==> config.mk <==
export PLATFORM = sky130hd
export DESIGN_NAME = token_value_type_classifier_unit
export DESIGN_NICKNAME = d
export VERILOG_FILES = /design/src/rtl/tvtc_pkg.sv /design/src/rtl/tvtc_scan.sv /design/src/rtl/tvtc_classify.sv /design/src/rtl/token_value_type_classifier_unit.sv
export VERILOG_INCLUDE_DIRS = /design/src /design/src/rtl
export SDC_FILE = /design/constraint.sdc
export NUM_CORES = 1
export LEC_CHECK = 0
export BUFFER_PORTS_ARGS = -buffer_cell sky130_fd_sc_hd__buf_2
export CORE_MARGIN = 2
export CORE_UTILIZATION = 40
export DETAILED_ROUTE_END_ITERATION = 10
export RECOVER_POWER = 50
export SETUP_SLACK_MARGIN = 0.5
export SLEW_MARGIN = 5
export SYNTH_ARGS = -nofsm -noshare
export SYNTH_HDL_FRONTEND = slang
export SYNTH_HIERARCHICAL = 1
export SYNTH_SLANG_ARGS = --single-unit
==> constraint.sdc <==
create_clock -name clk -period 5.18 [get_ports clk]
set_clock_uncertainty 0.2 [all_clocks]
set_input_delay 0.518 -clock clk [delete_from_list [all_inputs] [get_ports clk]]
set_output_delay 0.518 -clock clk [all_outputs]
set_load 0.02 [all_outputs]
==> src/rtl/token_value_type_classifier_unit_defines.svh <==
// Assertion macros shared by the token value type classifier RTL.
`ifndef TOKEN_VALUE_TYPE_CLASSIFIER_UNIT_DEFINES_SVH
`define TOKEN_VALUE_TYPE_CLASSIFIER_UNIT_DEFINES_SVH

// Same-cycle implication, checked outside reset.
`define TVTC_ASSERT_SAME(lbl, ante, cons, msg) \
    lbl: assert property (@(posedge clk) disable iff (!rst_n) (ante) |-> (cons)) \
        else $error(msg);

// Next-cycle implication, checked outside reset.
`define TVTC_ASSERT_NEXT(lbl, ante, cons, msg) \
    lbl: assert property (@(posedge clk) disable iff (!rst_n) (ante) |=> (cons)) \
        else $error(msg);

`endif

==> src/rtl/tvtc_pkg.sv <==
// Package: constants, types and scanner functions of the token value type classifier.
package tvtc_pkg;

    localparam int CH_W    = 8;
    localparam int TDATA_W = 8;
    localparam int CODE_W  = 3;
    localparam int FS_W    = 5;
    localparam int IS_W    = 2;
    localparam int CNT_W   = 2;

    // Float scanner states
    localparam logic [FS_W-1:0] FS_START = 5'd0;
    localparam logic [FS_W-1:0] FS_SIGN  = 5'd1;
    localparam logic [FS_W-1:0] FS_DINT  = 5'd2;
    localparam logic [FS_W-1:0] FS_DDOT  = 5'd3;
    localparam logic [FS_W-1:0] FS_DFRAC = 5'd4;
    localparam logic [FS_W-1:0] FS_DEXP  = 5'd5;
    localparam logic [FS_W-1:0] FS_DEXPS = 5'd6;
    localparam logic [FS_W-1:0] FS_DEXPD = 5'd7;
    localparam logic [FS_W-1:0] FS_ZERO  = 5'd8;
    localparam logic [FS_W-1:0] FS_HX    = 5'd9;
    localparam logic [FS_W-1:0] FS_HINT  = 5'd10;
    localparam logic [FS_W-1:0] FS_HDOT  = 5'd11;
    localparam logic [FS_W-1:0] FS_HFRAC = 5'd12;
    localparam logic [FS_W-1:0] FS_HEXP  = 5'd13;
    localparam logic [FS_W-1:0] FS_HEXPS = 5'd14;
    localparam logic [FS_W-1:0] FS_HEXPD = 5'd15;
    localparam logic [FS_W-1:0] FS_INF1  = 5'd16;
    localparam logic [FS_W-1:0] FS_INF3  = 5'd18;
    localparam logic [FS_W-1:0] FS_INF7  = 5'd22;
    localparam logic [FS_W-1:0] FS_INF8  = 5'd23;
    localparam logic [FS_W-1:0] FS_NAN1  = 5'd24;
    localparam logic [FS_W-1:0] FS_NAN2  = 5'd25;
    localparam logic [FS_W-1:0] FS_NAN3  = 5'd26;
    localparam logic [FS_W-1:0] FS_NANP  = 5'd27;
    localparam logic [FS_W-1:0] FS_NANC  = 5'd28;
    localparam logic [FS_W-1:0] FS_DEAD  = 5'd29;

    // Integer scanner states
    localparam logic [IS_W-1:0] IS_START = 2'd0;
    localparam logic [IS_W-1:0] IS_SIGN  = 2'd1;
    localparam logic [IS_W-1:0] IS_DIGS  = 2'd2;
    localparam logic [IS_W-1:0] IS_DEAD  = 2'd3;

    // Result type codes
    localparam logic [CODE_W-1:0] TC_EMPTY    = 3'd0;
    localparam logic [CODE_W-1:0] TC_DOT      = 3'd1;
    localparam logic [CODE_W-1:0] TC_QUESTION = 3'd2;
    localparam logic [CODE_W-1:0] TC_BOOLEAN  = 3'd3;
    localparam logic [CODE_W-1:0] TC_INTEGER  = 3'd4;
    localparam logic [CODE_W-1:0] TC_FLOAT    = 3'd5;
    localparam logic [CODE_W-1:0] TC_CHAR     = 3'd6;
    localparam logic [CODE_W-1:0] TC_STRING   = 3'd7;

    // Character constants
    localparam logic [CH_W-1:0] CH_DOT    = 8'h2E;
    localparam logic [CH_W-1:0] CH_QMARK  = 8'h3F;
    localparam logic [CH_W-1:0] CH_ZERO   = 8'h30;
    localparam logic [CH_W-1:0] CH_ONE    = 8'h31;
    localparam logic [CH_W-1:0] CH_MINUS  = 8'h2D;
    localparam logic [CH_W-1:0] CH_PLUS   = 8'h2B;
    localparam logic [CH_W-1:0] CH_LPAREN = 8'h28;
    localparam logic [CH_W-1:0] CH_RPAREN = 8'h29;
    localparam logic [CH_W-1:0] CH_USCORE = 8'h5F;
    localparam logic [CH_W-1:0] CH_SPACE  = 8'h20;
    localparam logic [CH_W-1:0] CH_TILDE  = 8'h7E;
    localparam logic [CH_W-1:0] CH_CASE   = 8'h20;

    // Scanner view of the token including the current character
    typedef struct packed {
        logic [FS_W-1:0] fs;
        logic [IS_W-1:0] is;
        logic            single;
        logic [CH_W-1:0] first;
    } scan_t;

    function automatic logic is_dig(input logic [CH_W-1:0] c);
        return c inside {[8'h30:8'h39]};
    endfunction

    function automatic logic is_alpha(input logic [CH_W-1:0] c);
        return c inside {[8'h41:8'h5A], [8'h61:8'h7A]};
    endfunction

    function automatic logic is_hex(input logic [CH_W-1:0] c);
        logic [CH_W-1:0] l;
        l = c | CH_CASE;
        return is_dig(c) || (l inside {[8'h61:8'h66]});
    endfunction

    function automatic logic is_sign(input logic [CH_W-1:0] c);
        return c inside {CH_PLUS, CH_MINUS};
    endfunction

    function automatic logic is_space(input logic [CH_W-1:0] c);
        return c inside {CH_SPACE, [8'h09:8'h0D]};
    endfunction

    function automatic logic [FS_W-1:0] mantissa_start(input logic [CH_W-1:0] c);
        logic [CH_W-1:0] l;
        l = c | CH_CASE;
        if (c == CH_ZERO)
            return FS_ZERO;
        else if (is_dig(c))
            return FS_DINT;
        else if (c == CH_DOT)
            return FS_DDOT;
        else if (is_alpha(c) && l == 8'h69)
            return FS_INF1;
        else if (is_alpha(c) && l == 8'h6E)
            return FS_NAN1;
        else
            return FS_DEAD;
    endfunction

    // Letter wanted after each partial "infinity" state
    function automatic logic [CH_W-1:0] inf_char(input logic [FS_W-1:0] s);
        case (s)
            5'd16:   return 8'h6E; // n
            5'd17:   return 8'h66; // f
            5'd18:   return 8'h69; // i
            5'd19:   return 8'h6E; // n
            5'd20:   return 8'h69; // i
            5'd21:   return 8'h74; // t
            5'd22:   return 8'h79; // y
            default: return 8'hFF;
        endcase
    endfunction

    function automatic logic [FS_W-1:0] float_next(input logic [FS_W-1:0] s,
                                                   input logic [CH_W-1:0] c);
        logic [CH_W-1:0] l;
        logic [FS_W-1:0] n;
        l = is_alpha(c) ? (c | CH_CASE) : 8'h00;
        n = FS_DEAD;
        case (s)
            FS_START:
                if (is_space(c))     n = FS_START;
                else if (is_sign(c)) n = FS_SIGN;
                else                 n = mantissa_start(c);
            FS_SIGN:
                n = mantissa_start(c);
            FS_ZERO, FS_DINT:
                if (s == FS_ZERO && l == 8'h78) n = FS_HX;
                else if (is_dig(c))             n = FS_DINT;
                else if (c == CH_DOT)           n = FS_DFRAC;
                else if (l == 8'h65)            n = FS_DEXP;
            FS_DDOT:
                if (is_dig(c)) n = FS_DFRAC;
            FS_DFRAC:
                if (is_dig(c))       n = FS_DFRAC;
                else if (l == 8'h65) n = FS_DEXP;
            FS_DEXP:
                if (is_sign(c))     n = FS_DEXPS;
                else if (is_dig(c)) n = FS_DEXPD;
            FS_DEXPS, FS_DEXPD:
                if (is_dig(c)) n = FS_DEXPD;
            FS_HX:
                if (is_hex(c))        n = FS_HINT;
                else if (c == CH_DOT) n = FS_HDOT;
            FS_HINT:
                if (is_hex(c))        n = FS_HINT;
                else if (c == CH_DOT) n = FS_HFRAC;
                else if (l == 8'h70)  n = FS_HEXP;
            FS_HDOT:
                if (is_hex(c)) n = FS_HFRAC;
            FS_HFRAC:
                if (is_hex(c))       n = FS_HFRAC;
                else if (l == 8'h70) n = FS_HEXP;
            FS_HEXP:
                if (is_sign(c))     n = FS_HEXPS;
                else if (is_dig(c)) n = FS_HEXPD;
            FS_HEXPS, FS_HEXPD:
                if (is_dig(c)) n = FS_HEXPD;
            FS_NAN1:
                if (l == 8'h61) n = FS_NAN2;
            FS_NAN2:
                if (l == 8'h6E) n = FS_NAN3;
            FS_NAN3:
                if (c == CH_LPAREN) n = FS_NANP;
            FS_NANP:
                if (is_dig(c) || is_alpha(c) || c == CH_USCORE) n = FS_NANP;
                else if (c == CH_RPAREN)                        n = FS_NANC;
            default:
                if ((s inside {[FS_INF1:FS_INF7]}) && l == inf_char(s))
                    n = s + 5'd1;
        endcase
        return n;
    endfunction

    function automatic logic float_accepts(input logic [FS_W-1:0] s);
        return s inside {FS_ZERO, FS_DINT, FS_DFRAC, FS_DEXPD, FS_HINT, FS_HFRAC,
                         FS_HEXPD, FS_INF3, FS_INF8, FS_NAN3, FS_NANC};
    endfunction

    function automatic logic [IS_W-1:0] int_next(input logic [IS_W-1:0] s,
                                                 input logic [CH_W-1:0] c);
        logic [IS_W-1:0] n;
        n = IS_DEAD;
        case (s)
            IS_START:
                if (is_sign(c))     n = IS_SIGN;
                else if (is_dig(c)) n = IS_DIGS;
            IS_SIGN, IS_DIGS:
                if (is_dig(c)) n = IS_DIGS;
            default:
                n = IS_DEAD;
        endcase
        return n;
    endfunction

endpackage

==> src/rtl/tvtc_scan.sv <==
// Per-token scanner: float and integer DFAs, length counter and first byte.
module tvtc_scan (
    input  logic                     clk,
    input  logic                     rst_n,
    input  logic                     step,
    input  logic [tvtc_pkg::CH_W-1:0] ch,
    input  logic                     last,
    input  logic                     empty_req,
    output tvtc_pkg::scan_t          scan
);
    import tvtc_pkg::*;

    logic [FS_W-1:0]  fs_reg;
    logic [FS_W-1:0]  fs_next;
    logic [IS_W-1:0]  is_reg;
    logic [IS_W-1:0]  is_next;
    logic [CNT_W-1:0] count_reg;
    logic [CNT_W-1:0] count_next;
    logic [CH_W-1:0]  first_reg;
    logic [CH_W-1:0]  first_next;

    always_comb
    begin
        fs_next    = float_next(fs_reg, ch);
        is_next    = int_next(is_reg, ch);
        first_next = (count_reg == 2'd0) ? ch : first_reg;
        count_next = (count_reg == 2'd2) ? count_reg : count_reg + 2'd1;
    end

    assign scan.fs     = fs_next;
    assign scan.is     = is_next;
    assign scan.single = (count_reg == 2'd0);
    assign scan.first  = first_next;

    // Return to start of token after every result
    always_ff @(posedge clk or negedge rst_n)
    begin
        if (!rst_n)
        begin
            fs_reg    <= FS_START;
            is_reg    <= IS_START;
            count_reg <= '0;
            first_reg <= '0;
        end
        else if (step)
        begin
            if (last || empty_req)
            begin
                fs_reg    <= FS_START;
                is_reg    <= IS_START;
                count_reg <= '0;
                first_reg <= '0;
            end
            else
            begin
                fs_reg    <= fs_next;
                is_reg    <= is_next;
                count_reg <= count_next;
                first_reg <= first_next;
            end
        end
    end

endmodule

==> src/rtl/tvtc_classify.sv <==
// Priority classifier: turns the scanner view of a finished token into a type code.
module tvtc_classify (
    input  tvtc_pkg::scan_t              scan,
    input  logic                         empty_req,
    output logic [tvtc_pkg::CODE_W-1:0]  type_code
);
    import tvtc_pkg::*;

    always_comb
    begin
        if (empty_req)
            type_code = TC_EMPTY;
        else if (scan.single && scan.first == CH_DOT)
            type_code = TC_DOT;
        else if (scan.single && scan.first == CH_QMARK)
            type_code = TC_QUESTION;
        else if (scan.single && (scan.first inside {CH_ZERO, CH_ONE}))
            type_code = TC_BOOLEAN;
        else if (scan.is == IS_DIGS)
            type_code = TC_INTEGER;
        else if (float_accepts(scan.fs))
            type_code = TC_FLOAT;
        else if (scan.single && (scan.first inside {[CH_SPACE:CH_TILDE]}))
            type_code = TC_CHAR;
        else
            type_code = TC_STRING;
    end

endmodule

==> src/rtl/token_value_type_classifier_unit.sv <==
// Top level of the token value type classifier: input register, scanner, result register.
// Path: a final or empty item is accepted into the input register, and its type code
// goes through the scanner DFA into the result register, which drives m_tvalid.
// Throughput: one item per cycle unless a final item waits on a full result register.
// Reset (rst_n low, asynchronous): both valid flags drop and the scanner returns to the
// start of a token.
module token_value_type_classifier_unit (
    input  logic                           clk,
    input  logic                           rst_n,
    // input stream
    input  logic                           s_tvalid,
    output logic                           s_tready,
    input  logic [tvtc_pkg::TDATA_W-1:0]   s_tdata,   // [7:0] ch
    input  logic                           s_tlast,   // last
    input  logic                           s_tuser,   // [0] empty_req
    // result stream
    output logic                           m_tvalid,
    input  logic                           m_tready,
    output logic [tvtc_pkg::TDATA_W-1:0]   m_tdata    // [2:0] type_code, [7:3] zero
);
    import tvtc_pkg::*;

    `include "token_value_type_classifier_unit_defines.svh"

    // Input register
    logic                in_valid_reg;
    logic [CH_W-1:0]     in_ch_reg;
    logic                in_last_reg;
    logic                in_empty_reg;

    // Result register
    logic                out_valid_reg;
    logic [CODE_W-1:0]   out_code_reg;
    logic [CODE_W-1:0]   code_next;

    logic                emits;
    logic                out_free;
    logic                advance;
    scan_t               scan;

    // An item without a result never waits on the output side; one that ends a token
    // advances only when the result register is free or being emptied this cycle.
    assign emits    = in_last_reg || in_empty_reg;
    assign out_free = !out_valid_reg || m_tready;
    assign advance  = in_valid_reg && (!emits || out_free);
    assign s_tready = !in_valid_reg || advance;

    always_ff @(posedge clk or negedge rst_n)
    begin
        if (!rst_n)
            in_valid_reg <= 1'b0;
        else if (s_tready)
            in_valid_reg <= s_tvalid;
    end

    // Hold the payload until the item moves on
    always_ff @(posedge clk)
    begin
        if (s_tvalid && s_tready)
        begin
            in_ch_reg    <= s_tdata[CH_W-1:0];
            in_last_reg  <= s_tlast;
            in_empty_reg <= s_tuser;
        end
    end

    tvtc_scan u_scan (
        .clk       (clk),
        .rst_n     (rst_n),
        .step      (advance),
        .ch        (in_ch_reg),
        .last      (in_last_reg),
        .empty_req (in_empty_reg),
        .scan      (scan)
    );

    tvtc_classify u_classify (
        .scan      (scan),
        .empty_req (in_empty_reg),
        .type_code (code_next)
    );

    always_ff @(posedge clk or negedge rst_n)
    begin
        if (!rst_n)
            out_valid_reg <= 1'b0;
        else if (advance && emits)
            out_valid_reg <= 1'b1;
        else if (m_tready)
            out_valid_reg <= 1'b0;
    end

    always_ff @(posedge clk)
    begin
        if (advance && emits)
            out_code_reg <= code_next;
    end

    assign m_tvalid = out_valid_reg;
    assign m_tdata  = {{(TDATA_W-CODE_W){1'b0}}, out_code_reg};

    // Checks on the block's own control
    `TVTC_ASSERT_NEXT(a_empty_gives_code, advance && in_empty_reg,
        m_tvalid && m_tdata[2:0] == TC_EMPTY, "empty item did not yield the empty code")
    `TVTC_ASSERT_NEXT(a_no_invented_result, advance && !emits,
        m_tvalid == $past(m_tvalid && !m_tready), "result appeared without a final item")
    `TVTC_ASSERT_SAME(a_ready_when_free, !m_tvalid, s_tready,
        "input stalled although the result register is free")

endmodule
# Word level (Yosys, flattened, before mapping)

Index checks and enable logic that the tools add are counted.

Register bits after elaboration: 32
Output and inout bits: 10
Word-level logic and storage cells: 188

Add/sub/neg operators: 2
Magnitude comparators: 14
Eq/ne operators: 62
Multiplexer cells: 51
Reduce and logical (&&, ||, !) cells: 47

Operators by type and width:

| cell                 | count |
|---|---|
| $mux W5              | 26 |
| $eq A8 B6 Y1 const B | 11 |
| $pmux W5 S17         | 1 |
| $eq A5 B5 Y1 const B | 15 |
| $eq A5 B4 Y1 const B | 12 |
| $eq A8 B7 Y1 const B | 6 |
| $pmux W8 S5          | 1 |
| $le A8 B7 Y1 const B | 4 |
| $mux W8              | 4 |
| $eq A5 B3 Y1 const B | 6 |
| $ge A8 B7 Y1 const B | 3 |
| $reduce_or A20 Y1    | 1 |
| $logic_and A1 B1 Y1  | 18 |
| $mux W3              | 6 |
| $ge A8 B6 Y1 const B | 2 |
| $eq A5 B2 Y1 const B | 3 |
| $eq A7 B6 Y1 const B | 2 |
| $reduce_or A2 Y1     | 7 |
| $mux W2              | 6 |
| $reduce_bool A11 Y1  | 1 |
| $reduce_bool A2 Y1   | 5 |
| $eq A8 B8 Y1         | 1 |
| $ge A8 B4 Y1 const B | 1 |
| $le A8 B4 Y1 const B | 1 |
| 17 further kinds     | 33 |

# Depth between registers and ports, before layout

Word-level depth: 19
Depth in mapped cells: 16
Mapped depth without buffers: 14

# Hierarchy

Netlist, hierarchy kept.

By module, submodules not included:

| module                           | times used | cells an instance | area each (µm²) | seq. area each (µm²) |
|---|---|---|---|---|
| tvtc_scan                        | 1          | 313               | 2,368.5         | 425.4 |
| token_value_type_classifier_unit | 1          | 30                | 546.8           | 440.4 |
| tvtc_classify                    | 1          | 31                | 197.7           | 0.0 |

# Worst setup path after synthesis

OpenSTA, ideal clock, no wires.

Path type: register to register
Start: register u_scan.fs_reg[2]
End: register out_code_reg[0], data pin
Arrival time: 3,190 ps
Data required time: 4,711 ps
Path slack: 1,521 ps
Stages on the path, launching flop included: 17
Clock period less this slack: 3,659 ps
Path through: dfrtp_1 > buf_2 > buf_2 > clkbuf_1 > and3_1 > ha_1 > inv_1 > o311ai_1 > nor4b_2 > nand3_1 > nor4_1 > nor2_1 > a21boi_1 > a22oi_1 > o22ai_1 > nor4b_1 > o32ai_1

RTL lines:

| element                | line                                   | RTL |
|---|---|---|
| from (decl)            | tvtc_scan.sv:13                        | `logic [FS_W-1:0] fs_reg;` |
| from (signal assigned) | tvtc_scan.sv:56                        | `fs_reg <= fs_next;` |
| to (signal assigned)   | token_value_type_classifier_unit.sv:96 | `out_code_reg <= code_next;` |
| to (decl)              | token_value_type_classifier_unit.sv:33 | `logic [CODE_W-1:0] out_code_reg;` |

==> run_results.csv <==
group,metric,value,unit
status,status,"completed",
sta,tightestPinTransition,1.101,ns
final_layout,area_growth,5.868,%
grt,grt_busiest_layer,"met2",
grt,grt_pass1_vias,2796,
final_layout,multi_input_area,2033,sq um
synthesis,syn_area_per_cell,8.323,sq um
sta,setup_viol,0,
floorplan,die_w,92.22,microns
synthesis,yosysTopAreaCell,"dfrtp_1",
final_layout,area.sequential,865.8,sq um
route,dr.first_iter.drc_count,272,
route,drc_errors,0,
floorplan,ios,24,
worst_hold_path,hp-class,"in -> reg",
sta,fin_crit_sh,79.80,%
final_layout,drive_gt1_share,16.09,%
grt,grt_max_degree,32,
synthesis,synth_area,3113,sq um
final_layout,post-route-util,43.10,%
grt,use_met3,2.876,%
grt,grt-ovfl-total,0,
grt,track_usage,20.26,%
critical_path,required,5.01,ns
floorplan,rows,32,
clock_network,clkLatencyLatePin,0.29,ns
critical_path,cp-end-kind,"flop",
clock_network,cts.sinks,32,
power_and_ir_drop,ir_drop,150.7,uV
critical_path,path_class,"reg -> reg",
clock_network,cts_max_path_buffers,2,
synthesis,synth_cells,374,
clock_network,path_clk_slew,0.07,ns
power_and_ir_drop,sequentialPowerShare,32.7,%
power_and_ir_drop,switching_share,43.72,%
synthesis,yosysTopAreaCellShare,15.27,%
critical_path,r2r-start,"u_scan/fs_reg[0]",
sta,hold_viol,0,
final_layout,fillerInstances,764,
synthesis,yosysSeqAreaShare,27.81,%
clock_network,cts_hold_buf,1,
critical_path,path_max_fanout,20,
power_and_ir_drop,p_sw,0.4917,mW
route,via_per_inst,6.171,
route,vias,2931,
sta,finalCriticalPeriod,4.133,ns
placement,port_buffers,18,
critical_path,arrival,3.96,ns
clock_network,post_cts_buffers,0,
synthesis,async_reset_ff_share,59.38,%
synthesis,ys_ff_latch,32,
power_and_ir_drop,clockPowerShare,16.9,%
route,routed_wl,8242,microns
floorplan,initial_utilization,40.71,%
sta,fmax,241.9,MHz
final_layout,nNetsFinal,395,
clock_network,cts_max_level,2,
clock_network,cts_tree,"done",
final_layout,diodes,0,
floorplan,die_h,92.22,microns
grt,met2_usage,32.05,%
floorplan,die_area,8505,sq um
synthesis,ys_warn_count,6,
sta,setup_tns,0,ns
synthesis,synth_ff_type,"dfrtp_1",
clock_network,post_cts_resized,0,
power_and_ir_drop,cellPowerDensity,341.2,nW/um^2
sta,rsz0062_at_grt,"no",
synthesis,synth_edf_count,13,
grt,antenna_found_initial,0,
worst_hold_path,hp-start,"s_tuser",
clock_network,cts_made_buffers,5,
power_and_ir_drop,p_int,0.6328,mW
flow_run,maxCapViolCount,0,
power_and_ir_drop,p_comb_share,50.4,%
critical_path,critical_path.startpoint,"u_scan/fs_reg[0]",
route,first_pass_iters,5,
route,wl_per_cell,17.35,microns
grt,grt_pass1_wl,13920,microns
synthesis,yosysUniqueCellTypes,77,
sta,relSlewSlack,26.62,%
floorplan,coreArea,7647,sq um
synthesis,synth.area.top_cells,"dfrtp_1 15%, edfxtp_1 13%, nor2b_1 4.0%, ha_1 3.6%, nand2_1 3.1%",
route,ant_nets,0,
placement,place_hpwl,6004,microns
clock_network,cts_root_buffer,"clkbuf_8",
grt,met1_usage,28.11,%
power_and_ir_drop,leakagePower,1.276,nW
placement,finalWeightedCongestion,0.9587,
sta,slew_violations,0,
critical_path,cp-start-kind,"flop",
-- cell type report --
class	count	area share, %
clock inverter	3	0.5695
tap	102	3.872
sequential	32	26.27
multi-input combinational	294	61.69
timing repair buffer	21	3.455
clock buffer	5	2.088
inverter	18	2.050
-- final timing paths --
path	end	slack, ns	depth (start not counted)
worst max register to register	out_code_reg[0]	1.05	13
worst min register to register	u_scan/count_reg[0]	0.29	1
max in group asynchronous	u_scan/first_reg[5]	3.34	2
worst min-delay path	in_empty_reg	0.20	1
worst max-delay path	out_code_reg[0]	1.05	13
min in group asynchronous	u_scan/fs_reg[4]	0.77	2
-- synth_stat cells, types with 3 or more instances --
cell type  count
nor4b_1        3
o221ai_1       3
nand4b_1       4
a21oi_1       10
and4_1         3
o32ai_1        5
nor3b_1        4
o211ai_1       7
edfxtp_1      13
clkbuf_1      24
nand3_1       13
a211oi_1       6
nor2b_1       20
dfrtp_1       19
a22oi_1        4
nor4_1         8
nand4_1        7
buf_2          3
nor2_1        23
inv_1         18
ha_1           9
and3_1         5
o22ai_1        4
o21bai_1       4
nand2b_1      10
mux2_2         8
a31o_2        10
buf_4          5
o21ai_0       12
nor3_1        16
xor2_1         3
o31ai_1        3
a31oi_1        7
nand2_1       26
-- power groups by stage --
stage	Clock, mW	Sequential [mW]	Combinational (mW)
after floorplan	0	0.329	0.484
after global placement	0	0.371	0.558
after detailed placement	0	0.371	0.558
after CTS	0.197	0.367	0.562
after global routing	0.207	0.376	0.632
final	0.190	0.368	0.566
-- per-layer routing --
layer | up-vias | share of wire, %
met5 | - | 0
met4 | 0 | 2.3
met3 | 14 | 6.3
met2 | 127 | 46
met1 | 1381 | 45
li1 | 1409 | -
-- worst max-delay path: stages (launching register included) --
cell	delay [ns]
dfrtp_1	0.42
inv_1	0.13
ha_1	0.47
nor4_1	0.47
nor4_1	0.15
nor4b_2	0.41
nand3_1	0.24
nor4_1	0.42
nor2_1	0.11
nand2b_1	0.16
a22oi_1	0.14
o22ai_1	0.14
nor4b_1	0.31
o32ai_1	0.12
-- cells in the final DEF (no fill, tap or decap), types with 9 or more instances in the layout --
cell type and instances:
inv_1 18, dfrtp_1 19, nor3_1 16, buf_2 17
o21ai_0 13, nor2_1 23, ha_1 9, nand3_1 13
edfxtp_1 13, a31o_2 10, nor2b_1 20, nand2_1 26
nand2b_1 10, a21oi_1 10
-- stage by stage --
stage	setup WS [ns]	hold WS, ns	instance area (sq um)	total power [mW]	instances
after global routing	0.5697	0.1850	3296	1.215	475
after floorplan	1.521	0.02241	3128	0.8131	378
final	1.047	0.2031	3296	1.124	475
after detailed placement	1.052	0.2803	3203	0.9293	466
after CTS	1.035	0.1895	3301	1.126	475
after global placement	1.170	0.2755	3203	0.9288	466
-- kinds of logic (layout without fill, tap and decap cells) --
logic type	after synthesis	after routing	share of synthesized area [%]
and+or+nand+nor	163	163	31.35
buffers and inverters	52	47	7.235
xor gates and xnor gates	5	5	1.407
adders and majority gates	9	9	3.617
AOI/OAI and AO/OA	104	104	25.56
other	1	5	0.1205
DFF	32	32	27.81
muxes	8	8	2.894
Power figures use the tool's default switching activity.
